<file path="src/sv/ird_pkg.sv">
package ird_pkg;

    localparam int CODE_BITS = 16;
    localparam int CNT_W     = $clog2(CODE_BITS + 1);
    localparam int TMR_W     = 24;
    localparam int WIN_W     = 16;
    localparam int CFG_W     = 24;
    localparam int IDX_W     = 3;
    localparam int RAW_W     = 16;
    localparam int CHAR_W    = 7;
    localparam int QDEPTH    = 2;
    localparam int QPTR_W    = $clog2(QDEPTH);
    localparam int QCNT_W    = $clog2(QDEPTH + 1);
    localparam int KEYS      = 9;

    localparam logic [IDX_W-1:0] REG_SHORT_LOW     = 3'd0;
    localparam logic [IDX_W-1:0] REG_SHORT_HIGH    = 3'd1;
    localparam logic [IDX_W-1:0] REG_LONG_LOW      = 3'd2;
    localparam logic [IDX_W-1:0] REG_LONG_HIGH     = 3'd3;
    localparam logic [IDX_W-1:0] REG_BIT_THRESHOLD = 3'd4;
    localparam logic [IDX_W-1:0] REG_TIMER_PERIOD  = 3'd5;

    localparam logic [WIN_W-1:0] RST_SHORT_LOW     = 16'd500;
    localparam logic [WIN_W-1:0] RST_SHORT_HIGH    = 16'd1000;
    localparam logic [WIN_W-1:0] RST_LONG_LOW      = 16'd1500;
    localparam logic [WIN_W-1:0] RST_LONG_HIGH     = 16'd2000;
    localparam logic [WIN_W-1:0] RST_BIT_THRESHOLD = 16'd1500;
    localparam logic [TMR_W-1:0] RST_TIMER_PERIOD  = 24'd40000;

    localparam logic [CHAR_W-1:0] CHAR_UNKNOWN = 7'h3F;

    localparam logic [31:0] KEY_CODES [KEYS] = '{
        32'h4202, 32'h4102, 32'h4302, 32'h4082, 32'h4282,
        32'h4382, 32'h4042, 32'h4242, 32'h43A2
    };

    localparam logic [CHAR_W-1:0] KEY_CHARS [KEYS] = '{
        7'h31, 7'h32, 7'h33, 7'h34, 7'h35, 7'h37, 7'h38, 7'h39, 7'h2D
    };

    typedef logic [CODE_BITS-1:0] code_t;

    typedef struct packed {
        logic full;
        logic empty;
    } qstat_t;

    function automatic logic [CHAR_W-1:0] lookup_key(input code_t code);
        logic [CHAR_W-1:0] ch;
        logic [31:0]       c32;
        ch  = CHAR_UNKNOWN;
        c32 = 32'(code);
        for (int i = KEYS - 1; i >= 0; i--)
        begin
            if (c32 == KEY_CODES[i])
            begin
                ch = KEY_CHARS[i];
            end
        end
        return ch;
    endfunction

endpackage

</file>
<file path="src/sv/ird_front.sv">
module ird_front (
    input  logic                        clk,
    input  logic                        rst_n,
    input  logic                        push,
    input  logic                        full,
    input  logic                        ir_level,
    input  logic                        wr_en,
    input  logic [ird_pkg::IDX_W-1:0]   wr_index,
    input  logic [ird_pkg::CFG_W-1:0]   wr_data,
    output logic                        emit,
    output ird_pkg::code_t              emit_code
);

    logic [ird_pkg::WIN_W-1:0] short_low_reg;
    logic [ird_pkg::WIN_W-1:0] short_high_reg;
    logic [ird_pkg::WIN_W-1:0] long_low_reg;
    logic [ird_pkg::WIN_W-1:0] long_high_reg;
    logic [ird_pkg::WIN_W-1:0] bit_threshold_reg;
    logic [ird_pkg::TMR_W-1:0] timer_period_reg;

    logic                      prev_reg;
    logic [ird_pkg::TMR_W-1:0] cnt_reg, cnt_next;
    logic                      flag_reg, flag_next;
    logic [ird_pkg::CNT_W-1:0] pc_reg, pc_next;
    ird_pkg::code_t            code_reg, code_next;

    logic                      accept;
    logic                      level_edge;
    logic [ird_pkg::TMR_W:0]   cnt_inc;
    logic [ird_pkg::TMR_W-1:0] period;
    logic                      in_window;
    logic [ird_pkg::CNT_W-1:0] pos;
    logic                      fire;
    ird_pkg::code_t            code_mid;

    assign accept = push && !full;

    always_comb
    begin
        level_edge = ir_level != prev_reg;
        cnt_inc    = {1'b0, cnt_reg} + (ird_pkg::TMR_W + 1)'(1);
        period     = (timer_period_reg == '0) ? ird_pkg::TMR_W'(1) : timer_period_reg;
        in_window  = (cnt_reg > ird_pkg::TMR_W'(short_low_reg)
                      && cnt_reg < ird_pkg::TMR_W'(short_high_reg))
                  || (cnt_reg > ird_pkg::TMR_W'(long_low_reg)
                      && cnt_reg < ird_pkg::TMR_W'(long_high_reg));
        pos        = ird_pkg::CNT_W'(ird_pkg::CODE_BITS - 1) - pc_reg;

        cnt_next  = cnt_reg;
        flag_next = flag_reg;
        pc_next   = pc_reg;
        code_next = code_reg;

        if (level_edge)
        begin
            if (flag_reg)
            begin
                pc_next = '0;
            end
            else if (in_window && pc_reg < ird_pkg::CNT_W'(ird_pkg::CODE_BITS))
            begin
                if (cnt_reg >= ird_pkg::TMR_W'(bit_threshold_reg))
                begin
                    code_next = code_reg | (ird_pkg::CODE_BITS'(1) << pos);
                end
                pc_next = pc_reg + ird_pkg::CNT_W'(1);
            end
            cnt_next  = '0;
            flag_next = 1'b0;
        end
        else if (cnt_inc[ird_pkg::TMR_W-1:0] >= period)
        begin
            cnt_next  = '0;
            flag_next = 1'b1;
        end
        else
        begin
            cnt_next = cnt_inc[ird_pkg::TMR_W-1:0];
        end

        code_mid = code_next;
        fire     = flag_next && (pc_next != '0);
        if (fire)
        begin
            code_next = '0;
            pc_next   = '0;
            flag_next = 1'b0;
        end
    end

    assign emit      = accept && fire;
    assign emit_code = code_mid;

    always_ff @(posedge clk or negedge rst_n)
    begin
        if (!rst_n)
        begin
            prev_reg <= 1'b0;
            cnt_reg  <= '0;
            flag_reg <= 1'b0;
            pc_reg   <= '0;
            code_reg <= '0;
        end
        else if (accept)
        begin
            prev_reg <= ir_level;
            cnt_reg  <= cnt_next;
            flag_reg <= flag_next;
            pc_reg   <= pc_next;
            code_reg <= code_next;
        end
    end

    always_ff @(posedge clk or negedge rst_n)
    begin
        if (!rst_n)
        begin
            short_low_reg     <= ird_pkg::RST_SHORT_LOW;
            short_high_reg    <= ird_pkg::RST_SHORT_HIGH;
            long_low_reg      <= ird_pkg::RST_LONG_LOW;
            long_high_reg     <= ird_pkg::RST_LONG_HIGH;
            bit_threshold_reg <= ird_pkg::RST_BIT_THRESHOLD;
            timer_period_reg  <= ird_pkg::RST_TIMER_PERIOD;
        end
        else if (wr_en)
        begin
            unique case (wr_index)
                ird_pkg::REG_SHORT_LOW:     short_low_reg     <= wr_data[ird_pkg::WIN_W-1:0];
                ird_pkg::REG_SHORT_HIGH:    short_high_reg    <= wr_data[ird_pkg::WIN_W-1:0];
                ird_pkg::REG_LONG_LOW:      long_low_reg      <= wr_data[ird_pkg::WIN_W-1:0];
                ird_pkg::REG_LONG_HIGH:     long_high_reg     <= wr_data[ird_pkg::WIN_W-1:0];
                ird_pkg::REG_BIT_THRESHOLD: bit_threshold_reg <= wr_data[ird_pkg::WIN_W-1:0];
                ird_pkg::REG_TIMER_PERIOD:  timer_period_reg  <= wr_data[ird_pkg::TMR_W-1:0];
                default:                    ;
            endcase
        end
    end

    a_pc_bound: assert property (@(posedge clk) disable iff (!rst_n)
        pc_reg <= ird_pkg::CNT_W'(ird_pkg::CODE_BITS))
        else $error("pulse count above code length");

    a_emit_clears: assert property (@(posedge clk) disable iff (!rst_n)
        emit |=> (pc_reg == '0 && code_reg == '0 && !flag_reg))
        else $error("frame state not cleared after emit");

endmodule

</file>
<file path="src/sv/ird_queue.sv">
module ird_queue (
    input  logic            clk,
    input  logic            rst_n,
    input  logic            wr,
    input  ird_pkg::code_t  wr_code,
    input  logic            rd,
    output ird_pkg::code_t  rd_code,
    output ird_pkg::qstat_t stat
);

    ird_pkg::code_t             mem [ird_pkg::QDEPTH];
    ird_pkg::code_t             rd_code_reg;
    logic [ird_pkg::QPTR_W-1:0] wp_reg, rp_reg;
    logic [ird_pkg::QCNT_W-1:0] cnt_reg;
    logic                       do_wr, do_rd;

    assign stat.full  = cnt_reg == ird_pkg::QCNT_W'(ird_pkg::QDEPTH);
    assign stat.empty = cnt_reg == '0;
    assign do_wr      = wr && !stat.full;
    assign do_rd      = rd && !stat.empty;
    assign rd_code    = rd_code_reg;

    always_ff @(posedge clk)
    begin
        if (do_wr)
        begin
            mem[wp_reg] <= wr_code;
        end
        if (do_rd)
        begin
            rd_code_reg <= mem[rp_reg];
        end
    end

    always_ff @(posedge clk or negedge rst_n)
    begin
        if (!rst_n)
        begin
            wp_reg  <= '0;
            rp_reg  <= '0;
            cnt_reg <= '0;
        end
        else
        begin
            if (do_wr)
            begin
                wp_reg <= (wp_reg == ird_pkg::QPTR_W'(ird_pkg::QDEPTH - 1))
                          ? '0 : wp_reg + ird_pkg::QPTR_W'(1);
            end
            if (do_rd)
            begin
                rp_reg <= (rp_reg == ird_pkg::QPTR_W'(ird_pkg::QDEPTH - 1))
                          ? '0 : rp_reg + ird_pkg::QPTR_W'(1);
            end
            if (do_wr && !do_rd)
            begin
                cnt_reg <= cnt_reg + ird_pkg::QCNT_W'(1);
            end
            else if (do_rd && !do_wr)
            begin
                cnt_reg <= cnt_reg - ird_pkg::QCNT_W'(1);
            end
        end
    end

    a_no_overflow: assert property (@(posedge clk) disable iff (!rst_n)
        !(wr && stat.full))
        else $error("write into full queue");

endmodule

</file>
<file path="src/sv/ird_back.sv">
module ird_back (
    input  logic                       clk,
    input  logic                       rst_n,
    input  ird_pkg::qstat_t            qstat,
    input  ird_pkg::code_t             q_code,
    output logic                       q_rd,
    input  logic                       pop,
    output logic                       empty,
    output logic [ird_pkg::CHAR_W-1:0] key_char,
    output logic [ird_pkg::RAW_W-1:0]  raw_code
);

    logic valid_reg;

    assign q_rd     = !qstat.empty && (!valid_reg || pop);
    assign empty    = !valid_reg;
    assign key_char = ird_pkg::lookup_key(q_code);
    assign raw_code = ird_pkg::RAW_W'(q_code);

    always_ff @(posedge clk or negedge rst_n)
    begin
        if (!rst_n)
        begin
            valid_reg <= 1'b0;
        end
        else if (q_rd)
        begin
            valid_reg <= 1'b1;
        end
        else if (pop)
        begin
            valid_reg <= 1'b0;
        end
    end

    a_refill: assert property (@(posedge clk) disable iff (!rst_n)
        (!valid_reg && !qstat.empty) |=> valid_reg)
        else $error("output stage not refilled from queue");

endmodule

</file>
<file path="src/sv/ir_pulse_distance_key_decoder_top.sv">
// IR pulse-distance key decoder. Push one receiver level sample (ir_level) per
// microsecond tick; a sample is taken every cycle while full is low, and each
// sample is fully handled in the cycle it is taken. When a frame times out
// (no edge for timer_period ticks) with at least one stored bit, the code and
// its key character ('?' for an unknown code) reach the result side once the
// queue has stored the code and the read register has loaded it, later while an
// earlier result still waits. Results pass through a two-entry queue and its
// read register, so full rises only when three undelivered results are
// waiting. Write the six timing registers through wr_en/wr_index/wr_data only
// while no result is pending; unused indexes are ignored.
module ir_pulse_distance_key_decoder_top (
    input  logic                       clk,
    input  logic                       rst_n,
    input  logic                       push,
    output logic                       full,
    input  logic                       ir_level,
    output logic                       empty,
    input  logic                       pop,
    output logic [ird_pkg::CHAR_W-1:0] key_char,
    output logic [ird_pkg::RAW_W-1:0]  raw_code,
    input  logic                       wr_en,
    input  logic [ird_pkg::IDX_W-1:0]  wr_index,
    input  logic [ird_pkg::CFG_W-1:0]  wr_data
);

    ird_pkg::qstat_t qstat;
    logic            emit;
    ird_pkg::code_t  emit_code;
    logic            q_rd;
    ird_pkg::code_t  q_code;

    assign full = qstat.full;

    ird_front u_front (
        .clk       (clk),
        .rst_n     (rst_n),
        .push      (push),
        .full      (qstat.full),
        .ir_level  (ir_level),
        .wr_en     (wr_en),
        .wr_index  (wr_index),
        .wr_data   (wr_data),
        .emit      (emit),
        .emit_code (emit_code)
    );

    ird_queue u_queue (
        .clk     (clk),
        .rst_n   (rst_n),
        .wr      (emit),
        .wr_code (emit_code),
        .rd      (q_rd),
        .rd_code (q_code),
        .stat    (qstat)
    );

    ird_back u_back (
        .clk      (clk),
        .rst_n    (rst_n),
        .qstat    (qstat),
        .q_code   (q_code),
        .q_rd     (q_rd),
        .pop      (pop),
        .empty    (empty),
        .key_char (key_char),
        .raw_code (raw_code)
    );

endmodule

</file>
<file path="config.mk">
export PLATFORM = sky130hd
export DESIGN_NAME = ir_pulse_distance_key_decoder_top
export DESIGN_NICKNAME = d
export VERILOG_FILES = /design/src/sv/ird_pkg.sv /design/src/sv/ird_front.sv /design/src/sv/ird_queue.sv /design/src/sv/ird_back.sv /design/src/sv/ir_pulse_distance_key_decoder_top.sv
export SDC_FILE = /design/constraint.sdc
export NUM_CORES = 1
export LEC_CHECK = 0
export ABC_AREA = 1
export BUFFER_PORTS_ARGS = -buffer_cell sky130_fd_sc_hd__buf_2
export CELL_PAD_IN_SITES_DETAIL_PLACEMENT = 1
export CELL_PAD_IN_SITES_GLOBAL_PLACEMENT = 1
export CORE_MARGIN = 2
export CORE_UTILIZATION = 40
export CTS_BUF_LIST = sky130_fd_sc_hd__clkbuf_8 sky130_fd_sc_hd__clkbuf_16
export DETAILED_ROUTE_END_ITERATION = 8
export GPL_ROUTABILITY_DRIVEN = 0
export HOLD_SLACK_MARGIN = 0.05
export PLACE_DENSITY_LB_ADDON = 0.05
export SYNTH_ARGS = -nofsm -noshare
export SYNTH_HDL_FRONTEND = slang
export SYNTH_HIERARCHICAL = 1
export SYNTH_SLANG_ARGS = --single-unit
</file>
<file path="constraint.sdc">
create_clock -name clk -period 5.6 [get_ports clk]
set_clock_uncertainty 0.05 [all_clocks]
set_input_delay 0 -clock clk [delete_from_list [all_inputs] [get_ports clk]]
set_output_delay 0 -clock clk [all_outputs]
set_load 0.02 [all_outputs]
</file>
# ---- Yosys cells after proc, flatten, opt, wreduce, memory -nomap -nowiden
# Memory sizes are Yosys's and may differ from the RTL's. A register that Yosys moved wholly into a read port is not among the register bits.
# Index checks and enable logic that the tools add are counted.
dict set report totals {
  inputBits 33
  n_memories 1
  out_inout_bits 25
  word_cells 110
  ramBits 32
  register_bits 156
}
# memory depth word_bits rd rd_ports_with_merged_regs write_ports line
set mem_list {}
lappend mem_list {u_queue.mem 2 16 1 1 1 ird_queue.sv:11} ;# ird_pkg::code_t mem [ird_pkg::QDEPTH];
dict set report classes {
  eq_ne 16
  bitwise_logic 1
  muxes 32
  reduce_logical 30
  n_lt_le_gt_ge 7
  shifts 1
  addsub 7
}
# op n
set op_table {}
lappend op_table {{== test 16 x 15 -> 1 bit, second input constant} 9}
lappend op_table {{2-to-1 mux 16 bit} 5}
lappend op_table {{2-to-1 mux 24 bit} 3}
lappend op_table {{2-to-1 mux 7 bit} 8}
lappend op_table {{> comparator 24 x 16 -> 1 bit} 2}
lappend op_table {{< comparator 24 x 16 -> 1 bit} 2}
lappend op_table {{2-to-1 mux 5 bit} 5}
lappend op_table {{adder 24 x 1 -> 24 bit, second input constant} 1}
lappend op_table {{greater-or-equal comparator 24 x 16 -> 1 bit} 1}
lappend op_table {{greater-or-equal comparator 24 bit} 1}
lappend op_table {{logical NOT 24 bit} 1}
lappend op_table {{bitwise OR 16 bit} 1}
lappend op_table {{<< shifter 1 x 5 -> 16 bit, first input constant} 1}
lappend op_table {{AND reduction 2 bit} 6}
lappend op_table {{logical AND 1 bit} 11}
lappend op_table {{2-to-1 mux 1 bit} 9}
lappend op_table {{== test 3 x 2 -> 1 bit, second input constant} 2}
lappend op_table {{== test 3 bit, second input constant} 2}
lappend op_table {{adder 5 x 1 -> 5 bit, second input constant} 1}
lappend op_table {{logical NOT 1 bit} 5}
lappend op_table {{< comparator 5 bit, second input constant} 1}
lappend op_table {{nonzero test 5 bit} 1}
lappend op_table {{subtractor 4 x 5 -> 5 bit, first input constant} 1}
lappend op_table {{2-to-1 mux 2 bit} 2}
lappend op_table {{other kinds (10)} 13}

# ---- Logic depth before layout (Yosys ltp)
# Gate-level depths: netlist of the first run.
dict set report logic_depth {
  depth_word 15
  mapped_depth 31
  ltp_nobuf 31
}

# ---- Modules after synthesis
# Netlist of the first run, hierarchy kept.
# module area_per_inst_um2 instances seq_area_each_um2 cells_each
set by_module_without_submodules {}
lappend by_module_without_submodules {ird_front 9586.7 1 3824.9 1198}
lappend by_module_without_submodules {ird_queue 1889.3 1 1541.5 132}
lappend by_module_without_submodules {ird_back 389.1 1 25.0 74}

# ---- Worst setup path before layout of the first run
# OpenSTA, ideal clock, no wires.
dict set report synth_path {
  path_type {register to register}
  from {register u_front/cnt_reg[2] in the netlist's numbering}
  to {memory u_queue/mem[1][0] in the netlist's numbering, enable pin}
  period_less_slack_ps 4338
  setup_slack_ps 1262
  stages_incl_launch_ff 24
  setup_time_ps 388
  required_time_ps 5162
  path_buffers 0
  arrival_time_ps 3899
  path_cell_list {dfrtp_1 nand3_1 nor2_2 nand3_2 nor3_4 nand3_2 nor2_2 nand3_2 nor2_4 nand2_2 nor3_2 xor2_1 inv_1 ha_1 nand4_1 nor3_1 a21boi_0 nand3_1 o21ai_0 inv_1 nand2_2 nor2_1 o21ai_1 nor2_1}
}
dict set report synth_via {
  elab_chain_len 13
  elab_cells_between_ends 21
  cone_classes {add/sub: 1; order compare: 5; mux: 7; reduce/logical: 8}
}
# item line
set synth_lines {}
lappend synth_lines {{from (decl)} ird_front.sv:22} ;# logic [ird_pkg::TMR_W-1:0] cnt_reg, cnt_next;
lappend synth_lines {{from (signal assigned)} ird_front.sv:107} ;# cnt_reg <= cnt_next;
lappend synth_lines {{parallel branches: the longest is 8 deep, another holds adder 24 x 1 -> 24 bit} -}
lappend synth_lines {{logical AND 1 bit (*)} ird_front.sv:82} ;# fire = flag_next && (pc_next != '0);
lappend synth_lines {{logical AND 1 bit (*)} ird_front.sv:91} ;# assign emit = accept && fire;
lappend synth_lines {{net emit} ir_pulse_distance_key_decoder_top.sv:27} ;# logic emit;
lappend synth_lines {{logical AND 1 bit (*)} ird_queue.sv:19} ;# assign do_wr = wr && !stat.full;
lappend synth_lines {{2-to-1 mux 1 bit (*)} ird_queue.sv:25} ;# if (do_wr)
lappend synth_lines {{2-to-1 mux 1 bit (implied by the code) (*)} ird_queue.sv:27} ;# mem[wp_reg] <= wr_code;
lappend synth_lines {{to (decl)} ird_queue.sv:11}
# Mark *: on every way through the listed nets, which the timed path passes.

# ---- Worst setup path after layout of the first run
dict set report layout_path {
  from {register u_front/cnt_reg[2] in the netlist's numbering}
  to {memory u_queue/mem[0][9] in the netlist's numbering, enable pin}
}
dict set report layout_via {
  elab_chain_len 13
  elab_cells_between_ends 21
  cone_classes {add/sub: 1; order compare: 5; mux: 7; reduce/logical: 8}
}
# item line
set layout_lines {}
lappend layout_lines {{parallel branches: the longest is 8 deep, another holds adder 24 x 1 -> 24 bit} -}
lappend layout_lines {{logical AND 1 bit (*)} ird_front.sv:82}
lappend layout_lines {{logical AND 1 bit (*)} ird_front.sv:91}
lappend layout_lines {{net emit} ir_pulse_distance_key_decoder_top.sv:27}
lappend layout_lines {{logical AND 1 bit (*)} ird_queue.sv:19}
lappend layout_lines {{net u_queue.do_wr} ird_queue.sv:15} ;# logic do_wr, do_rd;
lappend layout_lines {{2-to-1 mux 1 bit (*)} ird_queue.sv:25}
lappend layout_lines {{2-to-1 mux 1 bit (implied by the code) (*)} ird_queue.sv:27}
# Marks and branches as above.

==> impl_metrics.tcl, run 1 <==
set metrics [dict create \
    outcome "finished clean" \
    worstMarginPinSlew_ns 1.27 \
    clkSinkCount 204 \
    finalPower_uw 5040 \
    area_delta_synth_final_pct 14.2 \
    cts_tree "yes" \
    drc 0 \
    path_common_cell "inv_1" \
    start_util_pct 40.4 \
    cpPeakStageDelay_ns 0.52 \
    dr.pass1.iters 4 \
    net-switching-power_uw 1770 \
    finish.utilization_pct 46.1 \
    critical_path_arrival_ns 5.08 \
    yosysWarnings 6 \
    critical_path_class "register to register" \
    swShare_pct 35.1 \
    drtIter0Drc 412 \
    grt.total_usage_pct 20.4 \
    cts_buffers 25 \
    rsz0062_at_grt "no" \
    cap_violations 0 \
    first_global_vias 9597 \
    synthFlopType "dfrtp_1" \
    via_count 9154 \
    min_period_ns 4.96 \
    dp_hpwl_um 22200 \
    grt_pass1_wl_um 50700 \
    final_common_cell "nand2_1" \
    yosys-top-cells-area "dfrtp_1 25%, edfxtp_1 12%, ha_1 12%" \
    p_clk_share_pct 32.4 \
    grt.overflow.total 0 \
    crit_path_start_kind "register" \
    post_drt_wl_per_cell_um 16.1 \
    cp_max_fo 16 \
    vdd_drop_max_mv 0.211 \
    timing.final.crit_share_pct 88.5 \
    syn_area_mm2 0.0119 \
    clock.fmax_mhz 202 \
    clock_latency_ns 0.54 \
    syn_nets 1547 \
    drive_above_1_share_pct 14.8 \
    cts.path.max_buffers 3 \
    clk_pin_slew_ns 0.06 \
    port_buffers 55 \
    antenna_found_initial 0 \
    pin_count 58 \
    diodes 0 \
    grt_max_degree 86 \
    die-area_mm2 0.0311 \
    final_cell_mix "329 x nand2_1, 227 x inv_1, 119 x dfrtp_1" \
    power_density_mw_per_mm2 372 \
    nNetsFinal 1615 \
    htreeDepth 1 \
    coreArea_mm2 0.0294 \
    setup_violations 0 \
    slew_headroom_pct 14.8 \
    fillers 3492 \
    avgSynthCellArea_um2 8.45 \
    fp-row-count 63 \
    crit_path_end_kind "register" \
    p_comb_share_pct 27.2 \
    yosysTopAreaCellShare_pct 25.1 \
    dieWidth_um 176 \
    leakage_uw 0.00686 \
    totalWireLength_um 30300 \
    seqPwrFrac_pct 40.4 \
    required_ns 5.72 \
    largest_reg_flops 32 \
    cts_root_buf "clkbuf_16" \
    yosysTopAreaCell "dfrtp_1" \
    slowest_stage "dfrtp_1" \
    synth_cells 1404 \
    ctsResizeCount 0 \
    hold_viol 0 \
    async_flop_share_pct 76.5 \
    fp.dieH_um 176 \
    yosysSeqAreaShare_pct 45.4 \
    synth_cell_type_count 50 \
    viasPerCell 4.87 \
    drv_slew 0 \
    antenna_left 0 \
    synth_enable_flop_cells 48 \
    tns_ns 0 \
    cts_setup_buffers 0 \
    hold_class "input pin to asynchronous set/reset pin" \
    synth_seq_cells 204 \
    intPower_uw 3270 \
]
==> critical path: cells and delay by family (launching register included) <==
family	cells	cell delay (ns)
compound gates	1	0.08
fa+ha+maj	1	0.30
xor+xnor	1	0.20
buf+inv	4	0.72
simple gates	18	2.69
flops	1	0.52
==> worst paths after layout <==
kind	depth (start not counted)	from	slack, ns	end
setup / recovery	25	u_front/cnt_reg[2]$_DFFE_PN0P_	0.64	u_queue/mem[0][9]$_DFFE_PP_
hold / removal	2	rst_n	0.04	u_front/short_high_reg[13]$_DFFE_PN0P_
setup reg to reg	25	u_front/cnt_reg[2]$_DFFE_PN0P_	0.64	u_queue/mem[0][9]$_DFFE_PP_
hold reg to reg	2	u_front/bit_threshold_reg[11]$_DFFE_PN0P_	0.43	u_front/bit_threshold_reg[11]$_DFFE_PN0P_
max in group asynchronous	3	rst_n	4.00	u_front/code_reg[15]$_DFFE_PN0P_
min in group clk	5	wr_index[2]	0.10	u_front/long_high_reg[8]$_DFFE_PN1P_
==> logic make-up (layout without fill, tap and decap cells) <==
logic type                 count (synthesis)  in the layout  share of synthesized area (%)
and+or+nand+nor                          556            556                           20.9
buffers and inverters                    282            369                           9.74
AOI/OAI and AO/OA                        232            232                           10.9
DFF                                      204            204                           45.4
adders and majority gates                110            110                           11.6
xor gates and xnor gates                  18             18                           1.39
other                                      2              2                         0.0633
==> what timing repair did <==
item                       in CTS  in global routing
setup endpoints to repair       0                  0
hold buffers                   32                  0
hold endpoints to repair      192                  0
==> layout make-up <==
type,count,area (um^2),share of cell area [%]
Sequential cell,204,5390,39.8
Clock buffer,27,653,4.82
Inverter,228,858,6.33
Clock inverter,19,180,1.33
Multi-Input combinational cell,918,5320,39.2
Tap cell,390,488,3.60
Timing Repair Buffer,95,662,4.88
==> metrics by stage <==
step / worst slack, ns / cell area (um^2) / hold WS (ns) / std cells
after floorplan: 1.26 / 11900 / -0.346 / 1404
after global placement: 0.712 / 12400 / 0.0712 / 1803
after detailed placement: 0.603 / 12400 / 0.0729 / 1803
after CTS: 0.578 / 13600 / 0.0727 / 1881
after global routing: 0.0253 / 13600 / 0.0965 / 1881
final: 0.645 / 13600 / 0.0369 / 1881
==> per-layer routing <==
layer,track usage [%],vias to the layer above,routed length (um)
met5,0,-,0
li1,-,4642,-
met3,2.20,33,733
met2,34.7,102,14300
met1,28.3,4377,14800
met4,4.03,0,422
==> cells in the mapped netlist, drive strengths merged (4+ instances only) <==
library cell	instances
nand2	340
inv	226
dfrtp	119
o21ai	117
ha	110
nor2	107
a21oi	84
nand3	60
edfxtp	48
dfstp	37
buf	27
clkbuf	27
or2	17
xor2	16
nand4	15
nor3	13
o22ai	12
a32o	5
o21a	4
==> power groups by stage <==
stage	clock (uW)	combinational, uW	sequential (uW)
finish	1640	1370	2030
global route	1740	1600	2070
CTS	1690	1410	2040
detailed placement	0	1380	2060
global placement	0	1350	2060
floorplan	0	1080	1980
No activity file was read; power rests on OpenSTA's default activity.
==> inputs of run 2 (changes only) <==
--- a/config.mk
+++ b/config.mk
@@ -9,6 +9,7 @@
 export BUFFER_PORTS_ARGS = -buffer_cell sky130_fd_sc_hd__buf_2
 export CELL_PAD_IN_SITES_DETAIL_PLACEMENT = 1
 export CELL_PAD_IN_SITES_GLOBAL_PLACEMENT = 1
+export CORE_ASPECT_RATIO = 1.1
 export CORE_MARGIN = 2
 export CORE_UTILIZATION = 40
 export CTS_BUF_LIST = sky130_fd_sc_hd__clkbuf_8 sky130_fd_sc_hd__clkbuf_16
==> run 2 against run 1 <==
Against the previous run:
- combinational power is essentially flat
- worst setup slack lost 0.14 ns
- non-clock buffer count grew 7
- sequential share of layout area shrank 0.20 points
- via count grew 1.3%
- core utilization grew 0.24 points
- critical endpoint is now u_queue/mem[0][6]$_DFFE_PP_
- largest cell class unchanged
- highest routed layer unchanged
==> impl_metrics.tcl, run 2 (synthesis gave the netlist of run 1 again) <==
set metrics [dict create \
    worstMarginPinSlew_ns 0.983 \
    grt.total_usage_pct 21.0 \
    crit_path_end_kind "register" \
    cts_tree "yes" \
    cp_max_fo 16 \
    clkSinkCount 204 \
    port_buffers 55 \
    via_count 9275 \
    min_period_ns 5.09 \
    timing.final.crit_share_pct 90.9 \
    clk_pin_slew_ns 0.06 \
    start_util_pct 40.4 \
    pin_count 58 \
    net-switching-power_uw 1780 \
    setup_violations 0 \
    critical_path_arrival_ns 5.19 \
    finalPower_uw 5080 \
    slew_headroom_pct 34.4 \
    grt.overflow.total 0 \
    first_global_vias 9843 \
    final_common_cell "nand2_1" \
    power_density_mw_per_mm2 373 \
    antenna_found_initial 0 \
    final_cells 1874 \
    htreeDepth 1 \
    largest_reg_flops 32 \
    design_area_mm2 0.0136 \
    nNetsFinal 1623 \
    tns_ns 0 \
    area_delta_synth_final_pct 14.8 \
    grt_max_degree 98 \
    final_cell_mix "329 x nand2_1, 223 x inv_1, 119 x dfrtp_1" \
    grt_pass1_wl_um 52000 \
    viasPerCell 4.95 \
    leakage_uw 0.00690 \
    clock_latency_ns 0.53 \
    clock.fmax_mhz 196 \
    cts_buffers 26 \
    dp_hpwl_um 23000 \
    antenna_left 0 \
    seqPwrFrac_pct 40.1 \
    totalWireLength_um 31300 \
    fp-row-count 66 \
    rsz0062_at_grt "no" \
    drv_slew 0 \
    drc 0 \
    ctsResizeCount 0 \
    coreArea_mm2 0.0294 \
    hold_class "input pin to asynchronous set/reset pin" \
    swShare_pct 35.0 \
    diodes 0 \
    p_comb_share_pct 27.4 \
    cap_violations 0 \
    crit_path_start_kind "register" \
    reg2reg_depth 25 \
    drtIter0Drc 306 \
    dr.pass1.iters 5 \
    outcome "finished clean" \
    critical_path_class "register to register" \
    required_ns 5.70 \
    fp.dieH_um 185 \
    drive_above_1_share_pct 15.3 \
    intPower_uw 3300 \
    vdd_drop_max_mv 0.278 \
    die-area_mm2 0.0311 \
    place_area_mm2 0.0124 \
    post_drt_wl_per_cell_um 16.7 \
    dieWidth_um 168 \
    cts.path.max_buffers 3 \
    fillers 3458 \
    dp.cells 1791 \
    cts_root_buf "clkbuf_16" \
    p_clk_share_pct 32.5 \
    hold_viol 0 \
]
## run 2: cell count changes in the layout (fill, tap and decap cells not counted)
cell / before / now
clkinv_4: 0 / 1
buf_4: 8 / 12
inv_16: 1 / 0
dlygate4sd3_1: 32 / 35
inv_1: 227 / 223
clkinv_1: 3 / 4
clkbuf_16: 25 / 27
bufinv_16: 3 / 2
inv_6: 1 / 0
clkinvlp_4: 1 / 3
clkinv_2: 4 / 6
clkbuf_8: 2 / 3
## run 2: final timing paths
kind,end,slack (ns),start
setup / recovery,u_queue/mem[0][6]$_DFFE_PP_,0.51,u_front/cnt_reg[1]$_DFFE_PN0P_
hold / removal,u_front/short_high_reg[1]$_DFFE_PN0P_,0.07,rst_n
setup reg to reg,u_queue/mem[0][6]$_DFFE_PP_,0.51,u_front/cnt_reg[1]$_DFFE_PN0P_
hold reg to reg,u_front/short_low_reg[13]$_DFFE_PN0P_,0.43,u_front/short_low_reg[13]$_DFFE_PN0P_
max in group asynchronous,u_front/long_low_reg[13]$_DFFE_PN0P_,4.10,rst_n
min in group clk,u_front/bit_threshold_reg[8]$_DFFE_PN1P_,0.10,wr_index[2]
## run 2: repair_timing
item / 4_1_cts / 5_1_grt
buffers inserted: 0 / 0
hold buffers: 35 / 0
hold endpoints to repair: 212 / 0
setup endpoints to repair: 0 / 0
## run 2: area by class of cell
class	instances	area, um^2	share of cell area (%)
flip-flops and latches	204	5390	39.6
inverters	228	858	6.30
well taps	374	468	3.44
multi-input cells	918	5320	39.0
clock buffers	30	717	5.26
repair buffers	102	722	5.30
clock inverters	18	144	1.06
## run 2: power by group through the flow
stage | clock network (uW) | registers, uW | logic (uW)
2_1_floorplan | 0 | 1980 | 1080
3_3_place_gp | 0 | 2050 | 1360
3_5_place_dp | 0 | 2070 | 1390
4_1_cts | 1700 | 2040 | 1430
5_1_grt | 1760 | 2080 | 1620
6_report | 1650 | 2040 | 1390
## run 2: worst max-delay path: stages, from the launching register on
cell,delay (ns)
dfrtp_1,0.50
ha_1,0.25
nand2_1,0.08
nor2_2,0.15
nand3_2,0.11
nor2_1,0.13
nand2_1,0.13
nor2_2,0.15
nand3_2,0.13
nor4_4,0.30
nand3_2,0.15
nor2_1,0.17
xor2_1,0.24
ha_1,0.19
nand4_1,0.12
nor3_1,0.30
nand4_1,0.14
nand3_1,0.14
o21ai_0,0.08
inv_1,0.10
nand2_2,0.10
nor2_1,0.22
inv_1,0.11
nor2_4,0.13
nand2_2,0.06
inv_1,0.47
## run 2: stage by stage
step | setup WS, ns | hold WS (ns) | util [%]
6_report | 0.509 | 0.0676 | 46.3
3_5_place_dp | 0.503 | 0.128 | 42.2
2_1_floorplan | 1.26 | -0.346 | -
5_1_grt | 0.0139 | 0.149 | 46.3
4_1_cts | 0.458 | 0.0713 | 46.3
3_3_place_gp | 0.708 | 0.121 | 42.2
## run 2: metal layers
layer | track usage [%] | vias up | share of wire (%) | wire (um)
met4 | 6.45 | 0 | 2.8 | 887
met2 | 38.3 | 106 | 50 | 15800
li1 | - | 4670 | - | -
met1 | 26.3 | 4447 | 44 | 13900
met3 | 2.19 | 52 | 2.3 | 732
met5 | 0 | - | 0 | 0
